--- config.mk ---
export PLATFORM = sky130hd
export DESIGN_NAME = sed_lane
export DESIGN_NICKNAME = d
export VERILOG_FILES = /design/src/hw/rtl/sed_pkg.sv /design/src/hw/rtl/sed_lane.sv
export SDC_FILE = /design/constraint.sdc
export NUM_CORES = 1
export LEC_CHECK = 0
export ABC_AREA = 1
export BUFFER_PORTS_ARGS = -buffer_cell sky130_fd_sc_hd__buf_4
export CAP_MARGIN = 20
export CORE_ASPECT_RATIO = 0.7
export CORE_MARGIN = 4
export CORE_UTILIZATION = 58
export DETAILED_ROUTE_END_ITERATION = 12
export PLACE_DENSITY = 0.77
export SETUP_SLACK_MARGIN = 0.3
export SLEW_MARGIN = 20
export SYNTH_ARGS = -nofsm -noshare
export SYNTH_HDL_FRONTEND = slang
export SYNTH_SLANG_ARGS = --single-unit
--- constraint.sdc ---
create_clock -name clk -period 6.2 [get_ports clk]
set_input_delay 0 -clock clk [delete_from_list [all_inputs] [get_ports clk]]
set_output_delay 0 -clock clk [all_outputs]
set_load 0.02 [all_outputs]
--- src/hw/rtl/sed_pkg.sv ---
package sed_pkg;

    localparam int MAX_WIDTH = 1024;
    localparam int COL_W     = $clog2(MAX_WIDTH);
    localparam int WIDTH_W   = 11;
    localparam int HEIGHT_W  = 16;
    localparam int CNT_W     = 26;
    localparam int POS_W     = CNT_W + 1;
    localparam int CH_W      = 8;
    localparam int PIX_W     = 3 * CH_W;
    localparam int NUM_LANES = 3;
    localparam int N_W       = 21;

    // Smallest sum of squares whose rounded root reaches 255.
    localparam logic [N_W-1:0] SAT_LIMIT = N_W'(255 * 254 + 1);

    localparam logic [WIDTH_W-1:0]  WIDTH_RESET  = WIDTH_W'(640);
    localparam logic [HEIGHT_W-1:0] HEIGHT_RESET = HEIGHT_W'(480);

    localparam logic REG_FRAME_WIDTH  = 1'b0;
    localparam logic REG_FRAME_HEIGHT = 1'b1;

    typedef logic [CH_W-1:0]  chan_t;
    typedef logic [PIX_W-1:0] pix_t;

    typedef struct packed {
        logic start;
        logic take;
    } lane_ctrl_t;

endpackage

--- src/hw/rtl/sed_lane.sv ---
module sed_lane
    import sed_pkg::*;
(
    input  logic             clk,
    input  logic             rst_n,
    input  lane_ctrl_t       ctrl,
    input  logic [8:0][CH_W-1:0] win,
    output logic             done,
    output chan_t            mag
);

    typedef enum logic [1:0] {L_IDLE, L_SQUARE, L_ROOT, L_HOLD} lane_state_t;

    lane_state_t state_reg;
    logic [9:0]  ax_reg, ay_reg;
    logic        sat_reg;
    logic [15:0] bits_reg;
    logic [8:0]  rem_reg;
    logic [7:0]  root_reg;
    logic [2:0]  step_reg;
    chan_t       mag_reg;

    logic [10:0]    gx, gy, neg_gx, neg_gy;
    logic [9:0]     ax, ay;
    logic [N_W-1:0] n_sum;
    logic [10:0]    rem_sh, trial;

    always_comb
    begin
        gx = 11'(win[2]) + 11'({win[5], 1'b0}) + 11'(win[8])
           - 11'(win[0]) - 11'({win[3], 1'b0}) - 11'(win[6]);
        gy = 11'(win[6]) + 11'({win[7], 1'b0}) + 11'(win[8])
           - 11'(win[0]) - 11'({win[1], 1'b0}) - 11'(win[2]);
        neg_gx = 11'(0) - gx;
        neg_gy = 11'(0) - gy;
        ax = gx[10] ? neg_gx[9:0] : gx[9:0];
        ay = gy[10] ? neg_gy[9:0] : gy[9:0];
        n_sum = N_W'(ax_reg * ax_reg) + N_W'(ay_reg * ay_reg);
        rem_sh = {rem_reg, bits_reg[15:14]};
        trial  = {1'b0, root_reg, 2'b01};
    end

    always_ff @(posedge clk or negedge rst_n)
    begin
        if (!rst_n)
        begin
            state_reg <= L_IDLE;
            step_reg  <= '0;
        end
        else
        begin
            case (state_reg)
                L_IDLE:
                begin
                    if (ctrl.start)
                    begin
                        ax_reg    <= ax;
                        ay_reg    <= ay;
                        state_reg <= L_SQUARE;
                    end
                end
                L_SQUARE:
                begin
                    sat_reg   <= (n_sum >= SAT_LIMIT);
                    bits_reg  <= n_sum[15:0];
                    rem_reg   <= '0;
                    root_reg  <= '0;
                    step_reg  <= '0;
                    state_reg <= L_ROOT;
                end
                L_ROOT:
                begin
                    // One result bit per cycle, remainder kept as n - root^2.
                    if (rem_sh >= trial)
                    begin
                        rem_reg  <= 9'(rem_sh - trial);
                        root_reg <= {root_reg[6:0], 1'b1};
                    end
                    else
                    begin
                        rem_reg  <= rem_sh[8:0];
                        root_reg <= {root_reg[6:0], 1'b0};
                    end
                    bits_reg <= {bits_reg[13:0], 2'b00};
                    step_reg <= step_reg + 3'd1;
                    if (step_reg == 3'd7)
                    begin
                        state_reg <= L_HOLD;
                    end
                end
                L_HOLD:
                begin
                    if (ctrl.take)
                    begin
                        state_reg <= L_IDLE;
                    end
                end
                default:
                begin
                    state_reg <= L_IDLE;
                end
            endcase
        end
    end

    // Round half up: the root goes up when the remainder exceeds it; a saturated sum gives 255.
    always_comb
    begin
        if (sat_reg)
        begin
            mag_reg = 8'd255;
        end
        else if ({1'b0, rem_reg} > {2'b00, root_reg})
        begin
            mag_reg = root_reg + 8'd1;
        end
        else
        begin
            mag_reg = root_reg;
        end
    end

    assign done = (state_reg == L_HOLD);
    assign mag  = mag_reg;

endmodule

Word-level counts from Yosys, hierarchy flattened
Index checks and enable logic that the tools add are counted.
{ "op_classes": {"add_sub_neg": 16, "multipliers": 2, "order_cmp": 3, "eq_ne": 7, "mux": 14, "n_reduce_logical": 6} }
{ "op_table": {"columns": ["operator", "count"], "rows": [
  ["11-bit by 8-bit subtractor with 11-bit output", 4],
  ["10-bit by 10-bit multiplier with 20-bit output", 2],
  ["16-bit one-hot mux with 2 select lines", 1],
  ["10-bit by 8-bit adder with 11-bit output", 2],
  ["11-bit by 9-bit subtractor with 11-bit output", 2],
  ["20-bit by 20-bit adder with 21-bit output", 1],
  ["21-bit by 16-bit >= comparator with 1-bit output (second input constant)", 1],
  ["8-bit by 9-bit adder with 10-bit output", 2],
  ["10-bit two-way mux", 2],
  ["1-bit by 10-bit subtractor with 10-bit output (first input constant)", 2],
  ["9-bit one-hot mux with 2 select lines", 1],
  ["8-bit two-way mux", 2],
  ["8-bit one-hot mux with 2 select lines", 1],
  ["11-bit by 10-bit >= comparator with 1-bit output", 1],
  ["9-bit by 8-bit > comparator with 1-bit output", 1],
  ["9-bit two-way mux", 1],
  ["9-bit subtractor", 1],
  ["8-bit by 1-bit adder with 8-bit output (second input constant)", 1],
  ["2-bit one-hot mux with 4 select lines", 1],
  ["2-bit two-way mux", 3],
  ["2-bit inequality test (second input constant)", 3],
  ["3-bit one-hot mux with 2 select lines", 1],
  ["3-bit AND reduction", 2],
  ["2-bit == test (second input constant)", 2],
  ["7 further kinds", 8]
]} }
{ "totals": {"ff_bits": 59, "in_bits": 76, "out_inout_bits": 9, "wordCells": 56} }

Depth between registers and ports, before layout
{ "logic_depth": {"depth_word": 7, "mapped_depth": 30, "mapped_depth_nobuf": 29} }

Worst setup path before layout
OpenSTA, ideal clock, no wires.
{ "synth_timing": {"kind": "reg-to-reg", "startpoint": "register ax_reg[8]", "endpoint": "register sat_reg, data pin", "setup_ns": 0.254, "arrival_ns": 5.727, "path_slack_ns": 0.219, "stages_incl_launch_ff": 26, "period_less_slack_ns": 5.981, "path_cell_list": "edfxtp_1 -> clkbuf_1 -> nand2_1 -> fa_1 -> fa_1 -> inv_1 -> fa_1 -> fa_1 -> fa_1 -> fa_1 -> inv_1 -> fa_1 -> inv_1 -> ha_1 -> nand2_1 -> nand2_1 -> a21oi_1 -> nor2_1 -> nor2_1 -> nand3b_1 -> nand2_1 -> nand2_1 -> nor2_1 -> nand2_1 -> nor2_1 -> nand2_1"} }
{ "synth_via": {"elab_chain_cells": 3} }
{ "synth_lines": {"columns": ["element", "line_no", "rtl"], "rows": [
  ["start, declared", "sed_lane.sv:15", "logic [9:0] ax_reg, ay_reg;"],
  ["start signal, assigned", "sed_lane.sv:57", "ax_reg <= ax;"],
  ["10-bit by 10-bit multiplier with 20-bit output", "sed_lane.sv:38", "n_sum = N_W'(ax_reg * ax_reg) + N_W'(ay_reg * ay_reg);"],
  ["20-bit by 20-bit adder with 21-bit output", "sed_lane.sv:38", null],
  ["21-bit by 16-bit >= comparator with 1-bit output", "sed_lane.sv:64", "sat_reg <= (n_sum >= SAT_LIMIT);"],
  ["end signal, assigned", "sed_lane.sv:64", null],
  ["end, declared", "sed_lane.sv:16", "logic sat_reg;"]
]} }
Every way passes these cells.
A chain may end at the register's enable or synchronous reset.

Worst setup path in the final report
{ "layout_timing": {"startpoint": "register ay_reg[5]", "endpoint": "register sat_reg, data pin"} }
{ "layout_via": {"elab_chain_cells": 3} }
{ "layout_lines": {"columns": ["element", "line_no", "rtl"], "rows": [
  ["start, declared", "sed_lane.sv:15", null],
  ["start signal, assigned", "sed_lane.sv:58", "ay_reg <= ay;"],
  ["10-bit by 10-bit multiplier with 20-bit output", "sed_lane.sv:38", null],
  ["20-bit by 20-bit adder with 21-bit output", "sed_lane.sv:38", null],
  ["21-bit by 16-bit >= comparator with 1-bit output", "sed_lane.sv:64", null]
]} }
Every way passes these cells.

==> flow_summary.ini <==
[floorplan]
die_w_um = 179.0
die_area_sq_um = 22850
core-area_sq_um = 19960
rows = 43
pin_count = 85
initial_core_util_pct = 59.45
fp.dieH_um = 127.7

[routing]
drt_iter0_markers = 889
drc = 0
via_per_inst = 5.139
drt_wl_total_mm = 27.33
vias = 9436
first_pass_iters = 7
antenna_left = 0
routedWlPerCell_um = 14.88

[final_layout]
fillers = 1475
multiInputGateArea_sq_um = 8900
regArea_sq_um = 1747
largest_reg_flops = 16
layout.nets = 1959
area_growth_pct = 17.06
diodes = 0
layout-drive-gt1-share_pct = 17.75

[grt]
grt_overflow = 0
grt_pass1_wl_mm = 44.51
antenna_found_initial = 0
grt_max_degree = 40
grt_pass1_vias = 9376
grt.total_usage_pct = 24.26

[cts]
clock-sinks = 59
clk_path_buf_depth = 2
cts_tree = yes
cts_root_buffer = clkbuf_16
cts_max_level = 3
clkLatencyLatePin_ns = 0.34
clkTransAtPathRegs_ns = 0.05
numCtsBuffers = 9

[synth]
yosysUniqueCellTypes = 41
yosys_warnings = 0
syn_area_per_cell_sq_um = 8.229
async_reset_ff_share_pct = 8.475
synth_edf_count = 54
synthCells = 1442
ys.flop_type = edfxtp_1
synth_top_area_share_pct = 32.39
ys_seq_area_share_pct = 14.72
synth_area_leaders = fa_1, ha_1, edfxtp_1
syn_nets = 1840
yosys.area.top_type = fa_1
synth-seq-cells = 59
synth_area_sq_um = 11870

[worst_hold_path]
hp-class = in -> async

[critical_path]
crit_slowest_cell = fa_2
crit_buf_inv = 4
path_class = reg -> reg
crit_family = adder cells
path_common_cell = nand2_1
slowest_delay_ns = 0.60
crit_fanout = 6
worstPathArrival_ns = 6.07
startpoint_type = register
critical_path_required_ns = 6.29
cp-end-kind = register

[placed_design]
globalplace.congestion = 0.9060
dp_hpwl_mm = 21.81
io_buffers = 76

[status]
run_status = finished, final reports clean

[timing]
fin_skew_ns = 0.003807
slew_viol_final = 0
slew-limit-headroom_pct = 41.63
worstMarginPinSlew_ns = 0.8756
rsz0062_at_grt = yes
hold_viol = 0
setup_tns_ns = 0
period_share_pct = 96.44
setup_viol = 0
fmax_mhz = 167.2
timing.final.crit_period_ns = 5.979

[run]
max_cap_violations = 0
-- layout make-up --
type	instances	area share, %
Multi-Input combinational cell	938	64.07
Sequential cell	59	12.57
Inverter	415	11.21
Timing Repair Buffer	138	7.584
Tap cell	270	2.432
Clock buffer	11	1.747
Clock inverter	5	0.3783
-- Yosys cell counts, types with 2 or more instances --
cell,number
ha_1,130
nor3_1,8
clkbuf_1,26
dfrtp_1,5
nand3b_1,11
edfxtp_1,54
nand3_1,62
inv_1,415
a21oi_4,2
xor2_1,23
or2_2,3
nand4_1,12
fa_1,192
nor2_2,2
nand2_2,3
a211oi_1,3
nand3_2,3
a21oi_1,41
a21o_1,3
nor2_1,57
a31oi_1,5
xnor2_1,13
and2_1,2
nand2_1,311
o21ai_0,35
buf_6,3
o21bai_1,4
-- stage by stage --
| step | std cells | area (sq um) | utilization, % | hold slack [ns] | setup WS, ns |
|---|---|---|---|---|---|
| floorplan | 1442 | 11880 | - | -0.2956 | 0.3023 |
| global placement | 1788 | 12870 | 64.48 | -0.1827 | 0.07330 |
| global route | 1836 | 13890 | 69.59 | 0.04424 | 0.005102 |
| finish | 1836 | 13890 | 69.59 | 0.02941 | 0.2206 |
| CTS | 1822 | 13540 | 67.82 | 0.02854 | 0.3000 |
| detailed placement | 1788 | 12870 | 64.48 | -0.1797 | 0.03355 |
-- what timing repair did --
item                                    4_1_cts  5_1_grt
endpoints found under the setup margin        3        6
pin swaps                                    32       52
endpoints found under the hold margin         5        0
setup buffers                                17       14
resized for setup                            54       68
cloned                                        0        0
hold buffers                                  1        0
-- placed cells by master, fill, tap and decap left out, types with 5 or more instances in the layout --
master	instances
ha_4	13
nand3b_1	11
xor2_1	23
nand2_1	270
nand2_4	6
inv_1	402
ha_1	116
o21ai_0	35
a21oi_1	34
fa_1	184
nand3_1	54
buf_4	133
nand2_2	38
inv_2	13
nor2_2	8
clkbuf_16	9
nand4_1	12
nand3_2	10
nor3_1	8
fa_2	8
a21oi_2	6
edfxtp_1	54
dfrtp_1	5
nor2_1	45
nor2_4	6
xnor2_1	12
a31oi_1	5
-- final timing paths --
path,from,endpoint,slack (ns),cells after the start
max,ay_reg[5],sat_reg,0.22,25
min,rst_n,state_reg[0],0.03,2
max reg2reg,ay_reg[5],sat_reg,0.22,25
min reg2reg,step_reg[0],step_reg[0],0.47,1
max in group asynchronous,rst_n,step_reg[1],6.05,2
min in group clk,ctrl[1],state_reg[1],0.11,5
-- layer usage --
metal  track usage (%)  share of wire [%]  vias to the layer above
met2             36.71                 45                      351
met1             38.03                 46                     4511
met5                 0                  0                        -
met4             3.428               0.89                        0
li1                  -                  -                     4551
met3             3.774                8.2                       23
-- logic make-up (layout without fill, tap and decap cells) --
family,count (synthesis),after routing,synth area share (%)
simple gates,477,477,17.03
compound gates,102,102,5.082
buf+inv,445,569,14.28
fa+ha+maj,322,322,46.10
xor+xnor,37,37,2.794
flops,59,59,14.72
Power is left out: the tool's default activity adds up to more than one toggle a clock period on the data nets, which glitch-free logic cannot reach.
